### config.mk
export PLATFORM = sky130hd
export DESIGN_NAME = cabac_binary_arithmetic_decoder
export DESIGN_NICKNAME = d
export VERILOG_FILES = /design/src/sv/cabac_pkg.sv /design/src/sv/cabac_front.sv /design/src/sv/cabac_back.sv /design/src/sv/cabac_binary_arithmetic_decoder.sv
export SDC_FILE = /design/constraint.sdc
export NUM_CORES = 1
export LEC_CHECK = 0
export BUFFER_PORTS_ARGS = -buffer_cell sky130_fd_sc_hd__buf_2
export CORE_MARGIN = 2
export CORE_UTILIZATION = 29
export DETAILED_ROUTE_END_ITERATION = 16
export GPL_TIMING_DRIVEN = 1
export HOLD_SLACK_MARGIN = 0.1
export PLACE_DENSITY = 0.45
export SETUP_SLACK_MARGIN = 0.2
export SKIP_CTS_REPAIR_TIMING = 1
export SYNTH_ARGS = -nofsm -noshare
export SYNTH_HDL_FRONTEND = slang
export SYNTH_HIERARCHICAL = 1
export SYNTH_SLANG_ARGS = --single-unit
### constraint.sdc
create_clock -name clk_i -period 9.8 [get_ports clk_i]
set_input_delay 0.49 -clock clk_i [delete_from_list [all_inputs] [get_ports clk_i]]
set_output_delay 0.49 -clock clk_i [all_outputs]
set_load 0.05 [all_outputs]
### src/sv/cabac_pkg.sv
// Package: shared types, mode codes and probability tables of the arithmetic decoder.
package cabac_pkg;

  localparam int unsigned QueueDepth = 2;

  typedef enum logic [1:0] {
    MODE_DECISION  = 2'd0,
    MODE_BYPASS    = 2'd1,
    MODE_TERMINATE = 2'd2,
    MODE_START     = 2'd3
  } mode_e;

  typedef struct packed {
    mode_e      mode;
    logic [5:0] state;
    logic       mps;
    logic [8:0] window;
  } item_t;

  localparam logic [8:0] StartRange = 9'd510;
  localparam logic [8:0] TermDec    = 9'd2;

  function automatic logic [7:0] lps_range(input logic [5:0] s, input logic [1:0] q);
    logic [31:0] row;
    begin
      case (s)
        6'd0:  row = {8'd240, 8'd208, 8'd176, 8'd128};
        6'd1:  row = {8'd227, 8'd197, 8'd167, 8'd128};
        6'd2:  row = {8'd216, 8'd187, 8'd158, 8'd128};
        6'd3:  row = {8'd205, 8'd178, 8'd150, 8'd123};
        6'd4:  row = {8'd195, 8'd169, 8'd142, 8'd116};
        6'd5:  row = {8'd185, 8'd160, 8'd135, 8'd111};
        6'd6:  row = {8'd175, 8'd152, 8'd128, 8'd105};
        6'd7:  row = {8'd166, 8'd144, 8'd122, 8'd100};
        6'd8:  row = {8'd158, 8'd137, 8'd116, 8'd95};
        6'd9:  row = {8'd150, 8'd130, 8'd110, 8'd90};
        6'd10: row = {8'd142, 8'd123, 8'd104, 8'd85};
        6'd11: row = {8'd135, 8'd117, 8'd99, 8'd81};
        6'd12: row = {8'd128, 8'd111, 8'd94, 8'd77};
        6'd13: row = {8'd122, 8'd105, 8'd89, 8'd73};
        6'd14: row = {8'd116, 8'd100, 8'd85, 8'd69};
        6'd15: row = {8'd110, 8'd95, 8'd80, 8'd66};
        6'd16: row = {8'd104, 8'd90, 8'd76, 8'd62};
        6'd17: row = {8'd99, 8'd86, 8'd72, 8'd59};
        6'd18: row = {8'd94, 8'd81, 8'd69, 8'd56};
        6'd19: row = {8'd89, 8'd77, 8'd65, 8'd53};
        6'd20: row = {8'd85, 8'd73, 8'd62, 8'd51};
        6'd21: row = {8'd80, 8'd69, 8'd59, 8'd48};
        6'd22: row = {8'd76, 8'd66, 8'd56, 8'd46};
        6'd23: row = {8'd72, 8'd63, 8'd53, 8'd43};
        6'd24: row = {8'd69, 8'd59, 8'd50, 8'd41};
        6'd25: row = {8'd65, 8'd56, 8'd48, 8'd39};
        6'd26: row = {8'd62, 8'd54, 8'd45, 8'd37};
        6'd27: row = {8'd59, 8'd51, 8'd43, 8'd35};
        6'd28: row = {8'd56, 8'd48, 8'd41, 8'd33};
        6'd29: row = {8'd53, 8'd46, 8'd39, 8'd32};
        6'd30: row = {8'd50, 8'd43, 8'd37, 8'd30};
        6'd31: row = {8'd48, 8'd41, 8'd35, 8'd29};
        6'd32: row = {8'd45, 8'd39, 8'd33, 8'd27};
        6'd33: row = {8'd43, 8'd37, 8'd31, 8'd26};
        6'd34: row = {8'd41, 8'd35, 8'd30, 8'd24};
        6'd35: row = {8'd39, 8'd33, 8'd28, 8'd23};
        6'd36: row = {8'd37, 8'd32, 8'd27, 8'd22};
        6'd37: row = {8'd35, 8'd30, 8'd26, 8'd21};
        6'd38: row = {8'd33, 8'd29, 8'd24, 8'd20};
        6'd39: row = {8'd31, 8'd27, 8'd23, 8'd19};
        6'd40: row = {8'd30, 8'd26, 8'd22, 8'd18};
        6'd41: row = {8'd28, 8'd25, 8'd21, 8'd17};
        6'd42: row = {8'd27, 8'd23, 8'd20, 8'd16};
        6'd43: row = {8'd25, 8'd22, 8'd19, 8'd15};
        6'd44: row = {8'd24, 8'd21, 8'd18, 8'd14};
        6'd45: row = {8'd23, 8'd20, 8'd17, 8'd14};
        6'd46: row = {8'd22, 8'd19, 8'd16, 8'd13};
        6'd47: row = {8'd21, 8'd18, 8'd15, 8'd12};
        6'd48: row = {8'd20, 8'd17, 8'd14, 8'd12};
        6'd49: row = {8'd19, 8'd16, 8'd14, 8'd11};
        6'd50: row = {8'd18, 8'd15, 8'd13, 8'd11};
        6'd51: row = {8'd17, 8'd15, 8'd12, 8'd10};
        6'd52: row = {8'd16, 8'd14, 8'd12, 8'd10};
        6'd53: row = {8'd15, 8'd13, 8'd11, 8'd9};
        6'd54: row = {8'd14, 8'd12, 8'd11, 8'd9};
        6'd55: row = {8'd14, 8'd12, 8'd10, 8'd8};
        6'd56: row = {8'd13, 8'd11, 8'd9, 8'd8};
        6'd57: row = {8'd12, 8'd11, 8'd9, 8'd7};
        6'd58: row = {8'd12, 8'd10, 8'd9, 8'd7};
        6'd59: row = {8'd11, 8'd10, 8'd8, 8'd7};
        6'd60: row = {8'd11, 8'd9, 8'd8, 8'd6};
        6'd61: row = {8'd10, 8'd9, 8'd7, 8'd6};
        6'd62: row = {8'd9, 8'd8, 8'd7, 8'd6};
        default: row = {8'd2, 8'd2, 8'd2, 8'd2};
      endcase
      lps_range = row[8*q +: 8];
    end
  endfunction

  function automatic logic [5:0] lps_next(input logic [5:0] s);
    logic [5:0] r;
    begin
      case (s)
        6'd0, 6'd1:                 r = 6'd0;
        6'd2:                       r = 6'd1;
        6'd3, 6'd4:                 r = 6'd2;
        6'd5, 6'd6:                 r = 6'd4;
        6'd7:                       r = 6'd5;
        6'd8:                       r = 6'd6;
        6'd9:                       r = 6'd7;
        6'd10:                      r = 6'd8;
        6'd11, 6'd12:               r = 6'd9;
        6'd13, 6'd14:               r = 6'd11;
        6'd15:                      r = 6'd12;
        6'd16, 6'd17:               r = 6'd13;
        6'd18, 6'd19:               r = 6'd15;
        6'd20, 6'd21:               r = 6'd16;
        6'd22, 6'd23:               r = 6'd18;
        6'd24, 6'd25:               r = 6'd19;
        6'd26, 6'd27:               r = 6'd21;
        6'd28, 6'd29:               r = 6'd22;
        6'd30:                      r = 6'd23;
        6'd31, 6'd32:               r = 6'd24;
        6'd33:                      r = 6'd25;
        6'd34, 6'd35:               r = 6'd26;
        6'd36, 6'd37:               r = 6'd27;
        6'd38:                      r = 6'd28;
        6'd39, 6'd40:               r = 6'd29;
        6'd41, 6'd42, 6'd43:        r = 6'd30;
        6'd44:                      r = 6'd31;
        6'd45, 6'd46:               r = 6'd32;
        6'd47, 6'd48, 6'd49:        r = 6'd33;
        6'd50, 6'd51:               r = 6'd34;
        6'd52, 6'd53, 6'd54:        r = 6'd35;
        6'd55, 6'd56, 6'd57:        r = 6'd36;
        6'd58, 6'd59, 6'd60:        r = 6'd37;
        6'd61, 6'd62:               r = 6'd38;
        default:                    r = 6'd63;
      endcase
      lps_next = r;
    end
  endfunction

endpackage

### src/sv/cabac_front.sv
// Front end: takes input words, splits the context and queues the items.
module cabac_front
  import cabac_pkg::*;
#(
  parameter int unsigned Depth = QueueDepth
) (
  input  logic       clk_i,
  input  logic       rst_ni,
  input  logic       in_valid_i,
  output logic       in_stall_o,
  input  logic [1:0] mode_i,
  input  logic [6:0] ctx_state_i,
  input  logic [8:0] stream_bits_i,
  output logic       q_valid_o,
  input  logic       q_pop_i,
  output item_t      q_item_o
);
  localparam int unsigned PtrW = (Depth > 1) ? $clog2(Depth) : 1;

  item_t              mem_q [Depth];
  logic [PtrW-1:0]    wr_q, rd_q;
  logic [PtrW:0]      cnt_q;
  logic               push, pop;
  item_t              item;

  assign in_stall_o = (cnt_q == (PtrW+1)'(Depth));
  assign push       = in_valid_i && !in_stall_o;
  assign q_valid_o  = (cnt_q != '0);
  assign pop        = q_pop_i && q_valid_o;
  assign q_item_o   = mem_q[rd_q];

  always_comb begin
    item.mode   = mode_e'(mode_i);
    item.state  = ctx_state_i[6:1];
    item.mps    = ctx_state_i[0];
    item.window = stream_bits_i;
  end

  always_ff @(posedge clk_i) begin
    if (push) begin
      mem_q[wr_q] <= item;
    end
  end

  always_ff @(posedge clk_i or negedge rst_ni) begin
    if (!rst_ni) begin
      wr_q  <= '0;
      rd_q  <= '0;
      cnt_q <= '0;
    end else begin
      if (push) begin
        wr_q <= (wr_q == PtrW'(Depth - 1)) ? '0 : wr_q + 1'b1;
      end
      if (pop) begin
        rd_q <= (rd_q == PtrW'(Depth - 1)) ? '0 : rd_q + 1'b1;
      end
      cnt_q <= cnt_q + (PtrW+1)'(push) - (PtrW+1)'(pop);
    end
  end
endmodule

### src/sv/cabac_back.sv
// Back end: range and offset registers, bin decode, renormalization and output register.
module cabac_back
  import cabac_pkg::*;
(
  input  logic       clk_i,
  input  logic       rst_ni,
  input  logic       q_valid_i,
  output logic       q_pop_o,
  input  item_t      q_item_i,
  output logic       out_valid_o,
  input  logic       out_stall_i,
  output logic       bin_o,
  output logic [6:0] new_ctx_state_o,
  output logic [3:0] bits_used_o
);
  logic [8:0] range_q, range_d, offset_q, offset_d;
  logic       valid_q;
  logic       bin_q, bin_d;
  logic [6:0] ctx_q, ctx_d;
  logic [3:0] used_q, used_d;
  logic       fire;

  logic [8:0] rlps, rmps, r_pre, o_pre;
  logic [9:0] byp;
  logic       do_renorm;
  logic [3:0] shift;
  logic [5:0] s_new;
  logic       mps_new;

  assign fire    = q_valid_i && (!valid_q || !out_stall_i);
  assign q_pop_o = fire;

  always_comb begin
    rlps      = {1'b0, lps_range(q_item_i.state, range_q[7:6])};
    rmps      = range_q - rlps;
    r_pre     = range_q;
    o_pre     = offset_q;
    bin_d     = 1'b0;
    ctx_d     = {q_item_i.state, q_item_i.mps};
    do_renorm = 1'b0;
    byp       = {offset_q, q_item_i.window[8]};
    s_new     = q_item_i.state;
    mps_new   = q_item_i.mps;
    used_d    = 4'd0;
    case (q_item_i.mode)
      MODE_DECISION: begin
        do_renorm = 1'b1;
        if (offset_q >= rmps) begin
          bin_d = ~q_item_i.mps;
          o_pre = offset_q - rmps;
          r_pre = rlps;
          if (q_item_i.state == 6'd0) begin
            mps_new = ~q_item_i.mps;
          end
          s_new = lps_next(q_item_i.state);
        end else begin
          bin_d = q_item_i.mps;
          r_pre = rmps;
          s_new = (q_item_i.state >= 6'd62) ? q_item_i.state : q_item_i.state + 6'd1;
        end
        ctx_d = {s_new, mps_new};
      end
      MODE_BYPASS: begin
        used_d = 4'd1;
        if (byp >= {1'b0, range_q}) begin
          byp   = byp - {1'b0, range_q};
          bin_d = 1'b1;
        end
        o_pre = byp[8:0];
      end
      MODE_TERMINATE: begin
        r_pre = range_q - TermDec;
        if (offset_q >= r_pre) begin
          bin_d = 1'b1;
        end else begin
          do_renorm = 1'b1;
        end
      end
      default: begin
        o_pre  = q_item_i.window;
        r_pre  = StartRange;
        used_d = 4'd9;
      end
    endcase

    // Leading-zero count of the range gives the shift; zero range uses all nine bits.
    shift = 4'd9;
    for (int i = 0; i < 9; i++) begin
      if (r_pre[i]) begin
        shift = 4'(8 - i);
      end
    end
    range_d  = r_pre;
    offset_d = o_pre;
    if (do_renorm) begin
      used_d   = shift;
      range_d  = 9'(({9'd0, r_pre} << shift));
      offset_d = 9'(({o_pre, q_item_i.window} << shift) >> 9);
    end
  end

  always_ff @(posedge clk_i or negedge rst_ni) begin
    if (!rst_ni) begin
      range_q  <= StartRange;
      offset_q <= '0;
      valid_q  <= 1'b0;
    end else begin
      if (fire) begin
        range_q  <= range_d;
        offset_q <= offset_d;
        valid_q  <= 1'b1;
      end else if (!out_stall_i) begin
        valid_q  <= 1'b0;
      end
    end
  end

  always_ff @(posedge clk_i) begin
    if (fire) begin
      bin_q  <= bin_d;
      ctx_q  <= ctx_d;
      used_q <= used_d;
    end
  end

  assign out_valid_o     = valid_q;
  assign bin_o           = bin_q;
  assign new_ctx_state_o = ctx_q;
  assign bits_used_o     = used_q;
endmodule

### src/sv/cabac_binary_arithmetic_decoder.sv
// Top level of the binary arithmetic decoding engine.
// Usage:
// The input channel carries one word per bin request: a mode (context decision,
// bypass, terminate or start), a seven-bit context and the next nine stream bits.
// The output channel returns one word per input word: the bin, the updated
// context to write back and the number of stream bits consumed.
// A word is taken when valid is high and stall is low on its channel.
// Words pass a two-entry queue in the front end, then the back end decodes one
// word per cycle while the output is not stalled, from the range and offset registers
// into an output register. An accepted word is written into the queue first, and its
// result is registered in the output register when the back end pops it.
// The feeder must advance the stream by bits_used before it presents the window
// that depends on it, so a dependent word follows the result that it needs.
// Reset sets the range to 510 and the offset to zero and empties the queue.
// When the receiver stalls, the result holds; the queue then fills and the
// input stall rises after two more words.
module cabac_binary_arithmetic_decoder
  import cabac_pkg::*;
#(
  parameter int unsigned Depth = QueueDepth
) (
  input  logic       clk_i,
  input  logic       rst_ni,
  input  logic       in_valid_i,
  output logic       in_stall_o,
  input  logic [1:0] mode_i,
  input  logic [6:0] ctx_state_i,
  input  logic [8:0] stream_bits_i,
  output logic       out_valid_o,
  input  logic       out_stall_i,
  output logic       bin_o,
  output logic [6:0] new_ctx_state_o,
  output logic [3:0] bits_used_o
);
  logic  q_valid, q_pop;
  item_t q_item;

  cabac_front #(.Depth(Depth)) u_front (
    .clk_i, .rst_ni, .in_valid_i, .in_stall_o, .mode_i, .ctx_state_i, .stream_bits_i,
    .q_valid_o(q_valid), .q_pop_i(q_pop), .q_item_o(q_item)
  );

  cabac_back u_back (
    .clk_i, .rst_ni, .q_valid_i(q_valid), .q_pop_o(q_pop), .q_item_i(q_item),
    .out_valid_o, .out_stall_i, .bin_o, .new_ctx_state_o, .bits_used_o
  );
endmodule
==> flow_metrics.py <==
metrics = {
    "critical_path": {
        "path_common_cell": "inv_1",
        "timing.rr.start": "u_front/rd_q$_DFFE_PN0P_",
        "cp_cell_sequence": "mux2_4 > inv_1 > ha_1 > nor2b_1 > or3_1 > o211ai_1 > a221o_1 > a22oi_2 > inv_1 > fa_1 > and3_1 > o21a_1 > o311a_1 > ha_1 > a2111o_1 > o2111a_1 > o21ai_1 > o21ai_0 > nand2_1 > a41o_1 > inv_1 > a31o_1 > o32ai_1 > o32a_1",
        "cpMaxStageDelayCell": "a41o_1",
        "r2r_setup_slack_ps": 690,
        "crit_start": "u_front/rd_q$_DFFE_PN0P_",
        "critPathLaunchType": "register",
        "worstSetupPathType": "reg2reg",
        "cp_slowest_stage_delay_ps": 730,
        "critPathArrivalTime_ps": 9390,
        "cp.required_ps": 10080,
        "worst-path-max-fanout": 22,
        "endpoint_kind": "register",
    },
    "clocking": {
        "tritoncts": "done",
        "cts_sinks": 71,
        "htreeDepth": 3,
        "clk_latency_ps": 350,
        "clk_pin_slew_ps": 70,
        "numCtsBuffers": 9,
        "cts_root_buffer": "clkbuf_16",
        "cts_max_path_buffers": 2,
    },
    "min_path": {
        "hp-class": "in2async",
    },
    "layout": {
        "fillCellCount": 3312,
        "fin_area_um2": 9850,
        "n_antenna_cell": 0,
        "drive_above_1_share_pct": 12.7,
        "ff_latch_area_um2": 2030,
        "layout.cells.non_filler": 1529,
        "post-route-util_pct": 32.0,
        "area_growth_pct": 7.93,
        "finish.net_count": 1213,
        "multi_input_area_um2": 6490,
    },
    "placement": {
        "gp_congestion": 0.990,
        "io_buffer_count": 35,
        "postPlaceCellArea_um2": 9530,
        "hpwl_mm": 27.2,
        "dp_cells": 1513,
    },
    "detailed_routing": {
        "drt_first_pass_iters": 6,
        "drt_iter0_markers": 1170,
        "post-route-drc-count": 0,
        "drt_wl_total_mm": 37.7,
        "viasPerCell": 6.38,
        "avgRoutedWirePerCell_um": 24.6,
        "vias": 9760,
        "ant_nets": 0,
    },
    "yosys": {
        "yosysUniqueCellTypes": 104,
        "synth-edff-count": 48,
        "yosys_warnings": 6,
        "ys.flop_type": "edfxtp_1",
        "synthCells": 1141,
        "yosysTopAreaCellShare_pct": 15.8,
        "synth_area_um2": 9120,
        "yosysSeqAreaShare_pct": 22.2,
        "synth_top_area_cell": "edfxtp_1",
        "synthesis.nets": 1226,
        "async_reset_ff_share_pct": 32.4,
        "synth-seq-cells": 71,
        "syn_avg_cell_area_um2": 8.00,
        "ys_top_cells_by_area": "edfxtp_1 16%, ha_1 8.2%, a21oi_1 4.9%",
    },
    "global_route": {
        "grt-ovfl-total": 0,
        "grt_antenna_before_repair": 0,
        "grt_max_degree": 71,
        "grt_pass1_wl_mm": 57.6,
        "grt_pass1_vias": 9161,
        "grt_usage_pct": 22.7,
    },
    "sta": {
        "setup_violations": 0,
        "report.final.hold_viol_count": 0,
        "tns_ps": 0,
        "worstMarginPinSlew_ps": 1030,
        "fin_crit_ps": 9110,
        "clock.fmax_mhz": 110,
        "rsz0062_at_grt": "false",
        "max_slew_margin_pct": 31.1,
        "slew_viol_final": 0,
        "skew_ps": 9.60,
        "layout_worst_path_cycle_share_pct": 92.9,
    },
    "die": {
        "die_w_um": 181,
        "io-pin-count": 36,
        "die_y_um": 181,
        "dieArea_um2": 32900,
        "initial_utilization_pct": 29.7,
        "num_rows": 64,
        "coreArea_um2": 30700,
    },
    "run": {
        "max-cap-violations": 0,
    },
    "outcome": {
        "outcome": "finished clean",
    },
}
## per-layer routing
metal	wire length (um)	global-route usage, %	vias up
met1	17100	32.4	4733
met3	2750	3.15	109
met5	0	0	-
met4	1490	9.30	0
met2	16300	34.1	561
li1	-	-	4357
## cells in the final DEF (no fill, tap or decap), types with 33 or more instances in the layout
cell       n
inv_1     45
a21oi_1   90
edfxtp_1  48
nor2_1    78
nand3_1   37
ha_1      60
nand2_1   82
o21ai_0   83
buf_2     35
a31oi_1   33
## path summary, 6_finish.rpt
check                      cells past startpoint                        endpoint
setup / recovery                              24  u_back/offset_q[8]$_DFFE_PN0P_
hold / removal                                 1  u_back/offset_q[1]$_DFFE_PN0P_
setup reg to reg                              24  u_back/offset_q[8]$_DFFE_PN0P_
hold reg to reg                                1        u_front/wr_q$_DFFE_PN0P_
max in group asynchronous                      1   u_back/range_q[0]$_DFFE_PN0P_
min in group clk_i                             1   u_front/mem_q[0][6]$_DFFE_PP_
## layout make-up
class,count,area share (%)
Clock buffer,9,2.29
Clock inverter,7,0.877
Inverter,50,1.91
Multi-Input combinational cell,942,66.0
Sequential cell,71,20.6
Tap cell,396,5.03
Timing Repair Buffer,54,3.35
## through the flow
stage	setup slack, ps	hold slack (ps)
after global placement	750	481
final	692	166
after detailed placement	887	487
after floorplan	2580	194
after CTS	828	174
after global routing	287	183
## worst max-delay path, delay by kind of cell, from the launching register on
kind / cells / cell delay, ps
flip-flops: 1 / 450
adder cells (fa/ha/maj): 3 / 1410
buffers and inverters: 3 / 900
multiplexers: 1 / 440
AND/OR/NAND/NOR: 4 / 1130
AO/OA/AOI/OAI: 13 / 4670
## registers in the layout, summed over array words and instances, names as in the netlist
name,count
u_front/rd_q,1
u_back/range_q,9
u_front/wr_q,1
u_front/mem_q,36
u_back/bits_used_o,4
u_back/bin_o,1
u_back/new_ctx_state_o,7
u_front/cnt_q,2
u_back/offset_q,9
u_back/out_valid_o,1
## logic make-up (layout without fill, tap and decap cells)
| family | after synthesis | count (layout) | synth area share [%] |
|---|---|---|---|
| flops | 71 | 71 | 22.2 |
| xor+xnor | 25 | 25 | 2.40 |
| fa+ha+maj | 63 | 63 | 8.89 |
| compound gates | 452 | 452 | 34.3 |
| mux | 39 | 39 | 4.96 |
| simple gates | 363 | 363 | 20.5 |
| buf+inv | 128 | 120 | 6.68 |
## synthesized netlist by cell type (14+ instances only)
master    count
nand2_1      82
a31oi_1      33
ha_1         60
inv_1        45
nor2_1       78
buf_2        25
a211oi_1     20
o211ai_1     27
nor3_1       28
o22ai_1      14
o21ai_0      83
mux2i_1      16
dfrtp_1      15
a21o_1       20
a21oi_1      90
nor2b_1      19
clkbuf_1     34
xnor2_1      20
nand2b_1     32
edfxtp_1     48
nand3_1      37
Power is left out: the tool's default activity adds up to more than one toggle a clock period on the data nets, which glitch-free logic cannot reach.
